$ cat config.mk
export PLATFORM = sky130hd
export DESIGN_NAME = bit_vector_set_clear_find_unit
export DESIGN_NICKNAME = d
export VERILOG_FILES = /design/src/sv/bvsc_pkg.sv /design/src/sv/bit_vector_set_clear_find_unit.sv
export SDC_FILE = /design/constraint.sdc
export NUM_CORES = 2
export LEC_CHECK = 0
export ABC_AREA = 1
export ABC_CLOCK_PERIOD_IN_PS = 11600
export BUFFER_PORTS_ARGS = -buffer_cell sky130_fd_sc_hd__buf_2
export CAP_MARGIN = 10
export CORE_ASPECT_RATIO = 0.9
export CORE_MARGIN = 1.5
export CORE_UTILIZATION = 40
export DETAILED_ROUTE_END_ITERATION = 10
export PLACE_DENSITY = 0.66
export SYNTH_ARGS = -nofsm -noshare
export SYNTH_HDL_FRONTEND = slang
export SYNTH_SLANG_ARGS = --single-unit
$ cat constraint.sdc
create_clock -name clock -period 11.6 [get_ports clock]
set_input_delay 2.32 -clock clock [delete_from_list [all_inputs] [get_ports clock]]
set_output_delay 2.32 -clock clock [all_outputs]
set_load 0.02 [all_outputs]
$ cat src/sv/bvsc_pkg.sv
`timescale 1ns / 1ps
// Package for the bit vector set/clear/find unit: item structs, request codes
// and register map constants. No dependencies.
package bvsc_pkg;

   localparam int LEN_W      = 13;
   localparam int IDX_W      = 12;
   localparam int OP_W       = 3;
   localparam int CSR_ADDR_W = 3;

   // Request codes
   localparam logic [OP_W-1:0] OP_READ  = 3'd0;
   localparam logic [OP_W-1:0] OP_SET   = 3'd1;
   localparam logic [OP_W-1:0] OP_CLEAR = 3'd2;
   localparam logic [OP_W-1:0] OP_FILL  = 3'd3;
   localparam logic [OP_W-1:0] OP_ZERO  = 3'd4;
   localparam logic [OP_W-1:0] OP_FIND  = 3'd5;

   // Register select (paddr bit 2): the length register sits at byte address 0
   localparam logic CSR_SEL_LEN = 1'b0;
   localparam logic [LEN_W-1:0] LEN_RESET = 13'd4096;

   typedef struct packed {
      logic [OP_W-1:0]  req_type;
      logic [IDX_W-1:0] bit_index;
      logic [LEN_W-1:0] range_end;
      logic             fill_value;
   } bvsc_req_type;

   typedef struct packed {
      logic             flag;
      logic [IDX_W-1:0] found_index;
      logic             range_error;
   } bvsc_rsp_type;

endpackage

$ cat src/sv/bit_vector_set_clear_find_unit.sv
`timescale 1ns / 1ps
// Bit vector set/clear/find unit: word store, sequencer and scan unit.
// Depends on bvsc_pkg.
//
// Usage:
//   Request channel: drive req_data and raise start; the item is taken at the
//   clock edge where start is high and busy is low. busy stays high while the
//   item is worked on. Exactly one result per item appears on rsp_data for a
//   single cycle, marked by rsp_strobe; the receiver cannot stall it.
//   Register port (APB style, pready always high): the length register at
//   byte 0. Write it only while the unit is idle.
// Flow per item (the next item can be taken in the strobe cycle):
//   range errors, empty find range, unused codes: answered without leaving
//   idle (busy never rises).
//   read / set / clear: divide split, one store read, optional write back.
//   fill: every store word covered by the length is written. zero test: the
//     words covered by the length are scanned up to the first set bit.
//   find: the words of the range are scanned up to the first hit; the scan
//     reads one word per cycle.
// Reset: sweep the store to zero, one word per cycle with busy high;
//   register writes are taken as usual meanwhile.
module bit_vector_set_clear_find_unit #(
   parameter int CAPACITY_BITS = 4096,
   parameter int WORD_BITS     = 64
) (
   input  logic                               clock,
   input  logic                               reset,
   input  logic                               start,
   output logic                               busy,
   input  bvsc_pkg::bvsc_req_type             req_data,
   output logic                               rsp_strobe,
   output bvsc_pkg::bvsc_rsp_type             rsp_data,
   input  logic                               psel,
   input  logic                               penable,
   input  logic                               pwrite,
   input  logic [bvsc_pkg::CSR_ADDR_W-1:0]    paddr,
   input  logic [31:0]                        pwdata,
   output logic [31:0]                        prdata,
   output logic                               pready
);
   import bvsc_pkg::*;

   localparam int NUM_WORDS = (CAPACITY_BITS + WORD_BITS - 1) / WORD_BITS;
   localparam int AW        = (NUM_WORDS > 1) ? $clog2(NUM_WORDS) : 1;
   localparam int CNT_W     = AW + 1;
   localparam int BW        = $clog2(WORD_BITS);
   localparam int BASE_W    = LEN_W + 1;
   // index / WORD_BITS by reciprocal multiply, exact for every LEN_W-bit index
   localparam int DIV_SHIFT = LEN_W + 7;
   localparam int RECIP     = (2 ** DIV_SHIFT + WORD_BITS - 1) / WORD_BITS;
   localparam int RECIP_W   = DIV_SHIFT - 2;
   localparam int PROD_W    = LEN_W + RECIP_W;
   localparam int Q_W       = PROD_W - DIV_SHIFT;

   localparam int ST_W = 3;
   localparam logic [ST_W-1:0] ST_CLEAR  = 3'd0;
   localparam logic [ST_W-1:0] ST_IDLE   = 3'd1;
   localparam logic [ST_W-1:0] ST_MUL    = 3'd2;
   localparam logic [ST_W-1:0] ST_SPLIT  = 3'd3;
   localparam logic [ST_W-1:0] ST_BIT_RD = 3'd4;
   localparam logic [ST_W-1:0] ST_BIT_OP = 3'd5;
   localparam logic [ST_W-1:0] ST_SCAN   = 3'd6;

   // sequencer and control
   logic [ST_W-1:0]   state_ff, state_in;
   logic [LEN_W-1:0]  len_ff, len_in;
   logic [LEN_W-1:0]  used_len;
   logic [OP_W-1:0]   op_ff, op_in;
   logic [LEN_W-1:0]  num_ff, num_in;
   logic [LEN_W-1:0]  start_ff, start_in;
   logic [LEN_W-1:0]  limit_ff, limit_in;
   logic              fill_ff, fill_in;
   logic [PROD_W-1:0] prod_ff, prod_in;
   logic [CNT_W-1:0]  iss_word_ff, iss_word_in;
   logic [BASE_W-1:0] iss_base_ff, iss_base_in;
   logic [BW-1:0]     pos_ff, pos_in;
   logic              exm_valid_ff, exm_valid_in;
   logic [BASE_W-1:0] exm_base_ff, exm_base_in;
   logic              rsp_strobe_ff, rsp_strobe_in;
   bvsc_rsp_type      rsp_ff, rsp_in;

   // word store
   logic [WORD_BITS-1:0] mem [NUM_WORDS];
   logic [WORD_BITS-1:0] mem_q_ff;
   logic                 mem_we;
   logic [WORD_BITS-1:0] mem_wdata;
   logic [AW-1:0]        mem_addr;

   // datapath
   logic              accept;
   logic              issue_ok;
   logic [LEN_W-1:0]  idx_ext;
   logic [Q_W-1:0]    quot;
   logic [BASE_W-1:0] split_base;
   logic [BASE_W-1:0] lo_gap, hi_gap;
   logic [BW-1:0]     lo_off;
   logic [BW:0]       hi_off;
   logic [WORD_BITS-1:0] scan_mask, scan_bits, scan_lsb;
   logic              scan_any;
   logic [BW-1:0]     scan_pos;
   logic              csr_write;

   // ---------------------------------------------------------------
   // Register port
   // ---------------------------------------------------------------
   assign pready    = 1'b1;
   assign csr_write = psel && penable && pwrite && pready;
   assign len_in    = (csr_write && (paddr[CSR_ADDR_W-1] == CSR_SEL_LEN)) ?
                      pwdata[LEN_W-1:0] : len_ff;
   assign prdata    = (paddr[CSR_ADDR_W-1] == CSR_SEL_LEN) ? 32'(len_ff) : '0;

   // a length beyond the capacity acts as the capacity
   assign used_len = (32'(len_ff) > CAPACITY_BITS) ? LEN_W'(CAPACITY_BITS) : len_ff;

   // ---------------------------------------------------------------
   // Handshake
   // ---------------------------------------------------------------
   assign busy       = (state_ff != ST_IDLE);
   assign accept     = start && !busy;
   assign rsp_strobe = rsp_strobe_ff;
   assign rsp_data   = rsp_ff;
   assign idx_ext    = LEN_W'(req_data.bit_index);

   // ---------------------------------------------------------------
   // Divide split: quotient is the word, remainder the bit position
   // ---------------------------------------------------------------
   assign prod_in    = PROD_W'(num_ff) * PROD_W'(RECIP);
   assign quot       = prod_ff[PROD_W-1:DIV_SHIFT];
   assign split_base = BASE_W'(quot) * BASE_W'(WORD_BITS);

   // ---------------------------------------------------------------
   // Scan unit: mask one store word to [start, limit) and pick its
   // lowest set bit
   // ---------------------------------------------------------------
   assign issue_ok = (iss_base_ff < BASE_W'(limit_ff));
   assign lo_gap   = BASE_W'(start_ff) - exm_base_ff;
   assign hi_gap   = BASE_W'(limit_ff) - exm_base_ff;
   assign lo_off   = (BASE_W'(start_ff) > exm_base_ff) ? BW'(lo_gap) : '0;
   assign hi_off   = (hi_gap >= BASE_W'(WORD_BITS)) ? (BW+1)'(WORD_BITS) : (BW+1)'(hi_gap);

   always_comb begin
      for (int j = 0; j < WORD_BITS; j++) begin
         scan_mask[j] = ((BW+1)'(j) >= {1'b0, lo_off}) && ((BW+1)'(j) < hi_off);
      end
   end

   assign scan_bits = mem_q_ff & scan_mask;
   assign scan_any  = |scan_bits;
   assign scan_lsb  = scan_bits & (~scan_bits + WORD_BITS'(1));

   always_comb begin
      scan_pos = '0;
      for (int j = 0; j < WORD_BITS; j++) begin
         if (scan_lsb[j]) begin
            scan_pos = scan_pos | BW'(j);
         end
      end
   end

   // ---------------------------------------------------------------
   // Sequencer
   // ---------------------------------------------------------------
   assign mem_addr = iss_word_ff[AW-1:0];

   always_comb begin
      state_in      = state_ff;
      op_in         = op_ff;
      num_in        = num_ff;
      start_in      = start_ff;
      limit_in      = limit_ff;
      fill_in       = fill_ff;
      iss_word_in   = iss_word_ff;
      iss_base_in   = iss_base_ff;
      pos_in        = pos_ff;
      exm_valid_in  = 1'b0;
      exm_base_in   = iss_base_ff;
      rsp_strobe_in = 1'b0;
      rsp_in        = '0;
      mem_we        = 1'b0;
      mem_wdata     = '0;

      case (state_ff)
         ST_CLEAR: begin
            // sweep the store to zero after reset
            mem_we = 1'b1;
            if (iss_word_ff == CNT_W'(NUM_WORDS - 1)) begin
               iss_word_in = '0;
               state_in    = ST_IDLE;
            end else begin
               iss_word_in = iss_word_ff + CNT_W'(1);
            end
         end

         ST_IDLE: begin
            if (accept) begin
               op_in       = req_data.req_type;
               num_in      = idx_ext;
               start_in    = idx_ext;
               limit_in    = req_data.range_end;
               fill_in     = req_data.fill_value;
               iss_word_in = '0;
               iss_base_in = '0;
               case (req_data.req_type)
                  OP_READ, OP_SET, OP_CLEAR: begin
                     if (idx_ext >= used_len) begin
                        rsp_strobe_in      = 1'b1;
                        rsp_in.range_error = 1'b1;
                     end else begin
                        state_in = ST_MUL;
                     end
                  end
                  OP_FILL: begin
                     limit_in = used_len;
                     state_in = ST_SCAN;
                  end
                  OP_ZERO: begin
                     start_in = '0;
                     limit_in = used_len;
                     state_in = ST_SCAN;
                  end
                  OP_FIND: begin
                     if ((req_data.range_end > used_len) || (idx_ext > req_data.range_end)) begin
                        rsp_strobe_in      = 1'b1;
                        rsp_in.range_error = 1'b1;
                     end else if (idx_ext == req_data.range_end) begin
                        // empty range: not found
                        rsp_strobe_in = 1'b1;
                     end else begin
                        state_in = ST_MUL;
                     end
                  end
                  default: begin
                     // unused code: all-zero result
                     rsp_strobe_in = 1'b1;
                  end
               endcase
            end
         end

         ST_MUL: begin
            state_in = ST_SPLIT;
         end

         ST_SPLIT: begin
            iss_word_in = CNT_W'(quot);
            iss_base_in = split_base;
            pos_in      = BW'(BASE_W'(num_ff) - split_base);
            state_in    = (op_ff == OP_FIND) ? ST_SCAN : ST_BIT_RD;
         end

         ST_BIT_RD: begin
            state_in = ST_BIT_OP;
         end

         ST_BIT_OP: begin
            rsp_strobe_in = 1'b1;
            rsp_in.flag   = mem_q_ff[pos_ff];
            // write back the changed word for set and clear
            if (op_ff inside {OP_SET, OP_CLEAR}) begin
               mem_we            = 1'b1;
               mem_wdata         = mem_q_ff;
               mem_wdata[pos_ff] = (op_ff == OP_SET);
            end
            state_in = ST_IDLE;
         end

         ST_SCAN: begin
            if (op_ff == OP_FILL) begin
               mem_we    = issue_ok;
               mem_wdata = fill_ff ? '1 : '0;
            end
            if (exm_valid_ff && scan_any) begin
               // hit: zero test fails, find succeeds
               rsp_strobe_in = 1'b1;
               if (op_ff == OP_FIND) begin
                  rsp_in.flag        = 1'b1;
                  rsp_in.found_index = IDX_W'(exm_base_ff + BASE_W'(scan_pos));
               end
               state_in = ST_IDLE;
            end else if (!issue_ok && !exm_valid_ff) begin
               // range exhausted
               rsp_strobe_in = 1'b1;
               rsp_in.flag   = (op_ff == OP_ZERO);
               state_in      = ST_IDLE;
            end else begin
               // issue the next word, examine it in the next cycle
               if (issue_ok) begin
                  iss_word_in = iss_word_ff + CNT_W'(1);
                  iss_base_in = iss_base_ff + BASE_W'(WORD_BITS);
               end
               exm_valid_in = issue_ok && (op_ff != OP_FILL);
               exm_base_in  = iss_base_ff;
            end
         end

         default: begin
            state_in = ST_IDLE;
         end
      endcase
   end

   // ---------------------------------------------------------------
   // Store: one address, written and read in the same clocked block
   // ---------------------------------------------------------------
   always_ff @(posedge clock) begin
      if (mem_we) begin
         mem[mem_addr] <= mem_wdata;
      end
      mem_q_ff <= mem[mem_addr];
   end

   // control registers
   always_ff @(posedge clock) begin
      if (reset) begin
         state_ff      <= ST_CLEAR;
         iss_word_ff   <= '0;
         exm_valid_ff  <= 1'b0;
         rsp_strobe_ff <= 1'b0;
         len_ff        <= LEN_RESET;
      end else begin
         state_ff      <= state_in;
         iss_word_ff   <= iss_word_in;
         exm_valid_ff  <= exm_valid_in;
         rsp_strobe_ff <= rsp_strobe_in;
         len_ff        <= len_in;
      end
   end

   // payload registers
   always_ff @(posedge clock) begin
      op_ff       <= op_in;
      num_ff      <= num_in;
      start_ff    <= start_in;
      limit_ff    <= limit_in;
      fill_ff     <= fill_in;
      prod_ff     <= prod_in;
      iss_base_ff <= iss_base_in;
      pos_ff      <= pos_in;
      exm_base_ff <= exm_base_in;
      rsp_ff      <= rsp_in;
   end

   // ---------------------------------------------------------------
   // Assertions
   // ---------------------------------------------------------------
   // every result leaves the sequencer back in idle
   a_rsp_idle: assert property (@(posedge clock) disable iff (reset)
      rsp_strobe_ff |-> (state_ff == ST_IDLE))
      else $error("result strobe outside idle");

   // an accepted item either answers at once or keeps the unit busy
   a_accept_progress: assert property (@(posedge clock) disable iff (reset)
      accept |=> (rsp_strobe_ff || busy))
      else $error("accepted item dropped");

   // examine stage only carries words while scanning
   a_exm_scan: assert property (@(posedge clock) disable iff (reset)
      exm_valid_ff |-> (state_ff == ST_SCAN))
      else $error("examine stage valid outside scan");

   // the scan never walks past the end of the store
   a_scan_bound: assert property (@(posedge clock) disable iff (reset)
      (state_ff == ST_SCAN) |-> (iss_word_ff <= CNT_W'(NUM_WORDS)))
      else $error("scan word counter past store");

endmodule
---- Word level (Yosys, flattened, before mapping) ----
Memories as Yosys holds them, arrays and structs flattened. A register that Yosys moved wholly into a read port is not among the register bits.
Cells that the tools add are included.
word-level totals
  bits in registers ....................... 129
  latch bits .............................. 0
  bits in writable memories ............... 4096
  ROM bits ................................ 0
  bits of input ports ..................... 70
  output and inout bits ................... 49
  word-level logic and storage cells ...... 492
  memories ................................ 1
memories
  name  words  bits a word  read ports  clocked after Yosys merged registers in  wr ports  RTL line                              RTL
  mem   64     64           1           1                                        1         bit_vector_set_clear_find_unit.sv:83  logic [WORD_BITS-1:0] mem [NUM_WORDS];
operators by class
  $add $sub $neg .......................... 7
  $mul .................................... 0
  div/mod/pow operators ................... 0
  $lt $le $gt $ge ......................... 136
  eq/ne operators ......................... 30
  shift-type cells ........................ 0
  multiplexer cells ....................... 208
  bitwise logic cells ..................... 5
  reductions and logical operators ........ 88
operators with widths
  cell                                                                          number
  64-bit two-way mux                                                            5
  6-bit by 7-bit less-than comparator with 1-bit output (first input constant)  32
  14-bit two-way mux                                                            16
  13-bit two-way mux                                                            16
  6-bit two-way mux                                                             33
  6-bit >= comparator (first input constant)                                    31
  64-bit AND                                                                    2
  64-bit case mux with 2 select lines                                           1
  5-bit by 7-bit less-than comparator with 1-bit output (first input constant)  16
  7-bit two-way mux                                                             14
  5-bit by 6-bit >= comparator with 1-bit output (first input constant)         16
  3-bit two-way mux                                                             30
  5-bit two-way mux                                                             16
  1-bit logical AND                                                             71
  64-bit by 1-bit adder with 64-bit output (second input constant)              1
  64-bit bitwise mux                                                            1
  64-bit inverter                                                               1
  64-bit OR reduction                                                           1
  4-bit by 7-bit less-than comparator with 1-bit output (first input constant)  8
  1-bit two-way mux                                                             51
  4-bit by 6-bit >= comparator with 1-bit output (first input constant)         8
  14-bit case mux with 3 select lines                                           1
  12-bit two-way mux                                                            3
  4-bit two-way mux                                                             8
  51 further kinds                                                              92

---- Logic depth before layout (Yosys ltp) ----
  depth after elaboration ................. 79
  mapped depth ............................ 32
  mapped depth without buffers ............ 30

---- Least setup slack after synthesis ----
No wires, ideal clock.
  path type ............................... flip-flop to flip-flop
  start point ............................. reg iss_base_ff[6]
  end point ............................... mem mem[42][0], enable pin
  library setup time ...................... 0.644 ns
  arrival ................................. 8.182 ns
  required time ........................... 10.956 ns
  path slack .............................. 2.774 ns
  cell stages (with the launch flop) ...... 13
  path buffers ............................ 1
  clock period less this slack ............ 8.826 ns
  cells stage by stage .................... edfxtp_1 -> ha_1 -> a31o_1 -> a21oi_1 -> o21ai_1 -> a31oi_1 -> nor2_1 -> nor3_1 -> a31oi_1 -> o21ai_0 -> clkbuf_1 -> nand2_1 -> nor4_1
on the way
  word-level cells in the longest chain between the ends .. 6
ends and longest elaborated chain
  item                                                     RTL line                               RTL
  start: declaration                                       bit_vector_set_clear_find_unit.sv:75   logic [BASE_W-1:0] iss_base_ff, iss_base_in;
  start signal: assignment                                 bit_vector_set_clear_find_unit.sv:337  iss_base_ff <= iss_base_in;
  14-bit by 13-bit less-than comparator with 1-bit output  bit_vector_set_clear_find_unit.sv:135  assign issue_ok = (iss_base_ff < BASE_W'(limit_ff));
  1-bit two-way mux                                        bit_vector_set_clear_find_unit.sv:268  if (op_ff == OP_FILL) begin
  1-bit two-way mux                                        bit_vector_set_clear_find_unit.sv:182  case (state_ff)
  1-bit case mux with 3 select lines                       bit_vector_set_clear_find_unit.sv:182
  1-bit two-way mux                                        bit_vector_set_clear_find_unit.sv:306  if (mem_we) begin
  1-bit two-way mux (implied by the code)                  bit_vector_set_clear_find_unit.sv:307  mem[mem_addr] <= mem_wdata;
  end: declaration                                         bit_vector_set_clear_find_unit.sv:83
Every way passes these cells. The select of a mux whose other input is x is not followed.

---- Worst setup path in the final report ----
  start point ............................. reg limit_ff[4]
  end point ............................... mem mem[54][4], enable pin
on the way
  word-level cells in the longest chain between the ends .. 6
ends and longest elaborated chain
  item                                                     RTL line                               RTL
  start: declaration                                       bit_vector_set_clear_find_unit.sv:71   logic [LEN_W-1:0] limit_ff, limit_in;
  start signal: assignment                                 bit_vector_set_clear_find_unit.sv:334  limit_ff <= limit_in;
  14-bit by 13-bit less-than comparator with 1-bit output  bit_vector_set_clear_find_unit.sv:135
  1-bit two-way mux                                        bit_vector_set_clear_find_unit.sv:268
  1-bit two-way mux                                        bit_vector_set_clear_find_unit.sv:182
  1-bit case mux with 3 select lines                       bit_vector_set_clear_find_unit.sv:182
  1-bit two-way mux                                        bit_vector_set_clear_find_unit.sv:306
  1-bit two-way mux (implied by the code)                  bit_vector_set_clear_find_unit.sv:307
Every way passes these cells. The select of a mux whose other input is x is not followed.

==> impl_metrics.env <==
export IMPL_status="finished, final reports clean"
export IMPL_start_util_pct=40.2
export IMPL_place_gp_congestion=1.01
export IMPL_clk_path_buf_depth=4
export IMPL_port_buffers=77
export IMPL_max_cap_violations=0
export IMPL_die_area_um2=408000
export IMPL_grt_overflow_total=0
export IMPL_r2r_setup_slack_ns=5.49
export IMPL_tritoncts="built"
export IMPL_ys_ff_latch=4268
export IMPL_worstMarginPinSlew_ns=1.30
export IMPL_drv_slew=0
export IMPL_timing_rr_end="mem[54][4]"
export IMPL_avgSynthCellArea_um2=15.4
export IMPL_die_h_um=606
export IMPL_post_drt_wl_per_cell_um=31.6
export IMPL_endpoint_kind="flop"
export IMPL_grt_pass1_vias=94411
export IMPL_ys_flop_type="edfxtp_1"
export IMPL_post_cts_resized=0
export IMPL_finalHoldViolCount=0
export IMPL_grt_max_degree=132
export IMPL_ant_nets=0
export IMPL_fmaxAchievable_mhz=164
export IMPL_htreeDepth=5
export IMPL_cts_setup_buffers=0
export IMPL_relSlewSlack_pct=13.1
export IMPL_peakVddDrop_mv=0.144
export IMPL_row_count=221
export IMPL_powerDensity_nw_per_um2=171
export IMPL_grt_pass1_wl_mm=720
export IMPL_synthToLayoutAreaGrowth_pct=13.4
export IMPL_multiInputGateArea_um2=32100
export IMPL_place_area_um2=170000
export IMPL_syn_instance_count=10515
export IMPL_grt_util_all_layers_pct=24.7
export IMPL_fillCellCount=34577
export IMPL_crit_required_ns=12.17
export IMPL_path_class="flop to flop"
export IMPL_rsz0062_at_grt="no"
export IMPL_tns_ns=0
export IMPL_vias=101352
export IMPL_leakagePower_nw=68.3
export IMPL_drtIter0Drc=16495
export IMPL_dp_hpwl_mm=268
export IMPL_path_clk_slew_ns=0.06
export IMPL_synth_seq_area_share_pct=78.6
export IMPL_fin_crit_sh_pct=52.7
export IMPL_wl_mm=519
export IMPL_hold_path_depth=0
export IMPL_drcViolationCount=0
export IMPL_layout_nets=10838
export IMPL_ys_warn_count=0
export IMPL_yosysUniqueCellTypes=68
export IMPL_rr_startpoint="limit_ff[4]"
export IMPL_fin_crit_ns=6.11
export IMPL_cp_arrival_ns=6.68
export IMPL_first_pass_iters=8
export IMPL_setup_viol_count_final=0
export IMPL_hold_slack_ns=0.347
export IMPL_cts_hold_buf=0
export IMPL_syn_area_um2=162000
export IMPL_async_flop_share_pct=0
export IMPL_skew_ns=0.0967
export IMPL_drive_above_1_share_pct=10.3
export IMPL_crit_path_max_fanout=27
export IMPL_synth_edf_count=4151
export IMPL_seq_area_um2=127000
export IMPL_hold_end="prod_ff[23]"
export IMPL_cts_made_buffers=407
export IMPL_setup_worst_path_start_class="flop"
export IMPL_postLayoutCellArea_um2=183000
export IMPL_cts_root_buf="clkbuf_16"
export IMPL_boundaryPins=119
export IMPL_hold_class="flop to flop"
export IMPL_reg2regPathDepth=16
export IMPL_antenna_found_initial=24
export IMPL_cts_sink_count=4268
export IMPL_clk_latency_ns=1.01
export IMPL_die_w_um=673
export IMPL_worstHoldStart="num_ff[9]"
export IMPL_vias_per_cell=6.18
export IMPL_core_area_um2=403000
[critical path, stage by stage (launching register included)]
cell	delay, ns
edfxtp_1	0.68
nor2_1	0.22
inv_1	0.25
nor3_1	0.10
a31o_1	0.22
a21oi_1	0.15
o21ai_1	0.09
a31oi_1	0.13
nor2_1	0.06
nor3_1	0.36
a31oi_1	0.15
o21ai_0	0.14
buf_4	0.28
nand2_1	0.41
nor2_4	1.10
buf_4	0.73
buf_4	0.57
[registers in the layout, summed over array words and instances (netlist names), 3 cells and up]
name	cells
mem	4096
mem_q_ff	64
rsp_data	14
len_ff	13
limit_ff	13
num_ff	12
start_ff	12
exm_base_ff	8
iss_base_ff	8
iss_word_ff	7
pos_ff	6
prod_ff	6
op_ff	3
state_ff	3
[stage by stage]
stage,std cells,setup WS (ns),utilization [%],power [mW]
global route,16409,5.48,45.5,32.0
CTS,16402,5.63,45.5,31.3
detailed placement,15647,5.67,42.2,18.5
floorplan,10533,2.77,-,17.8
global placement,15647,5.66,42.2,18.5
finish,16413,5.49,45.5,31.3
[cell usage after synthesis, drive strengths merged, types with 2 or more instances]
cell | instances | share of area, %
a2111o | 13 | 0.091
a211oi | 20 | 0.093
a21boi | 6 | 0.028
a21oi | 220 | 0.69
a221o | 2 | 0.012
a221oi | 519 | 2.8
a22o | 497 | 2.7
a22oi | 621 | 2.9
a31o | 2 | 0.011
a31oi | 35 | 0.14
a41oi | 2 | 0.011
and3 | 3 | 0.012
buf | 171 | 0.51
clkbuf | 414 | 0.96
clkinv | 9 | 0.021
conb | 2 | 0.0046
dfxtp | 117 | 1.4
edfxtp | 4151 | 77
ha | 59 | 0.46
inv | 351 | 0.81
nand2 | 1879 | 4.4
nand3 | 171 | 0.56
nand3b | 11 | 0.053
nand4 | 543 | 2.1
nor2 | 391 | 0.96
nor3 | 100 | 0.31
nor3b | 3 | 0.017
nor4 | 4 | 0.015
o211ai | 8 | 0.040
o21ai | 101 | 0.32
o21bai | 5 | 0.026
o22ai | 12 | 0.046
o31ai | 44 | 0.20
o41ai | 5 | 0.027
or2 | 11 | 0.043
or4 | 4 | 0.019
xor2 | 2 | 0.011
[cells by family after synthesis]
group           Yosys count  synth area share [%]
fa+ha+maj                59                 0.457
compound gates         2118                  10.2
xor+xnor                  2                0.0108
buf+inv                 945                  2.31
other cells               2               0.00465
simple gates           3121                  8.51
flops                  4268                  78.6
[worst max path at each step]
| stage | start | to | slack (ns) | depth (start not counted) |
|---|---|---|---|---|
| floorplan | iss_base_ff[6] | mem[42][0] | 2.77 | 12 |
| global placement | limit_ff[4] | mem[54][52] | 5.66 | 16 |
| detailed placement | limit_ff[4] | mem[54][52] | 5.67 | 16 |
| CTS | limit_ff[4] | mem[54][4] | 5.63 | 16 |
| global route | limit_ff[4] | mem[54][4] | 5.48 | 16 |
| finish | limit_ff[4] | mem[54][4] | 5.49 | 16 |
[cell type report]
cell class / count / area share (%)
timing repair buffer: 352 / 1.55
tap: 5352 / 3.65
clock buffer: 548 / 6.03
antenna: 6 / 0.00819
clock inverter: 207 / 1.13
multi-input combinational: 5320 / 17.5
inverter: 360 / 0.814
sequential: 4268 / 69.3
[power by group]
group | leakage [nW] | internal (mW) | switching [mW]
registers | 47.9 | 16.8 | 0.131
logic | 14.0 | 0.271 | 1.02
clock network | 6.36 | 7.35 | 5.75
[metal layers]
layer / global-route usage (%) / vias up / share of wire, %
met5: 0 / - / 0.018
met2: 37.3 / 7099 / 44
met1: 34.2 / 51346 / 38
met4: 10.1 / 14 / 4.6
met3: 6.09 / 1237 / 13
li1: - / 41656 / -
[layout by cell type (no fill, tap or decap), types with 20 or more instances in the layout]
| master | n |
|---|---|
| a22o_1 | 497 |
| o31ai_4 | 40 |
| inv_6 | 36 |
| nor2_1 | 331 |
| a21oi_1 | 218 |
| o21ai_0 | 88 |
| nand3_1 | 163 |
| inv_1 | 315 |
| clkbuf_16 | 414 |
| conb_1 | 20 |
| buf_4 | 244 |
| nand2_2 | 21 |
| buf_2 | 77 |
| nor3_1 | 73 |
| nand2_1 | 1852 |
| ha_1 | 59 |
| a211oi_1 | 20 |
| edfxtp_1 | 4151 |
| nor2_4 | 48 |
| clkinv_1 | 92 |
| clkinv_2 | 58 |
| a221oi_1 | 519 |
| nor3_2 | 27 |
| nand4_1 | 540 |
| clkbuf_1 | 116 |
| dfxtp_1 | 117 |
| a22oi_1 | 621 |
| a31oi_1 | 35 |
| bufinv_16 | 29 |
| buf_12 | 30 |
Note: power is estimated with default switching activity, not from simulation.
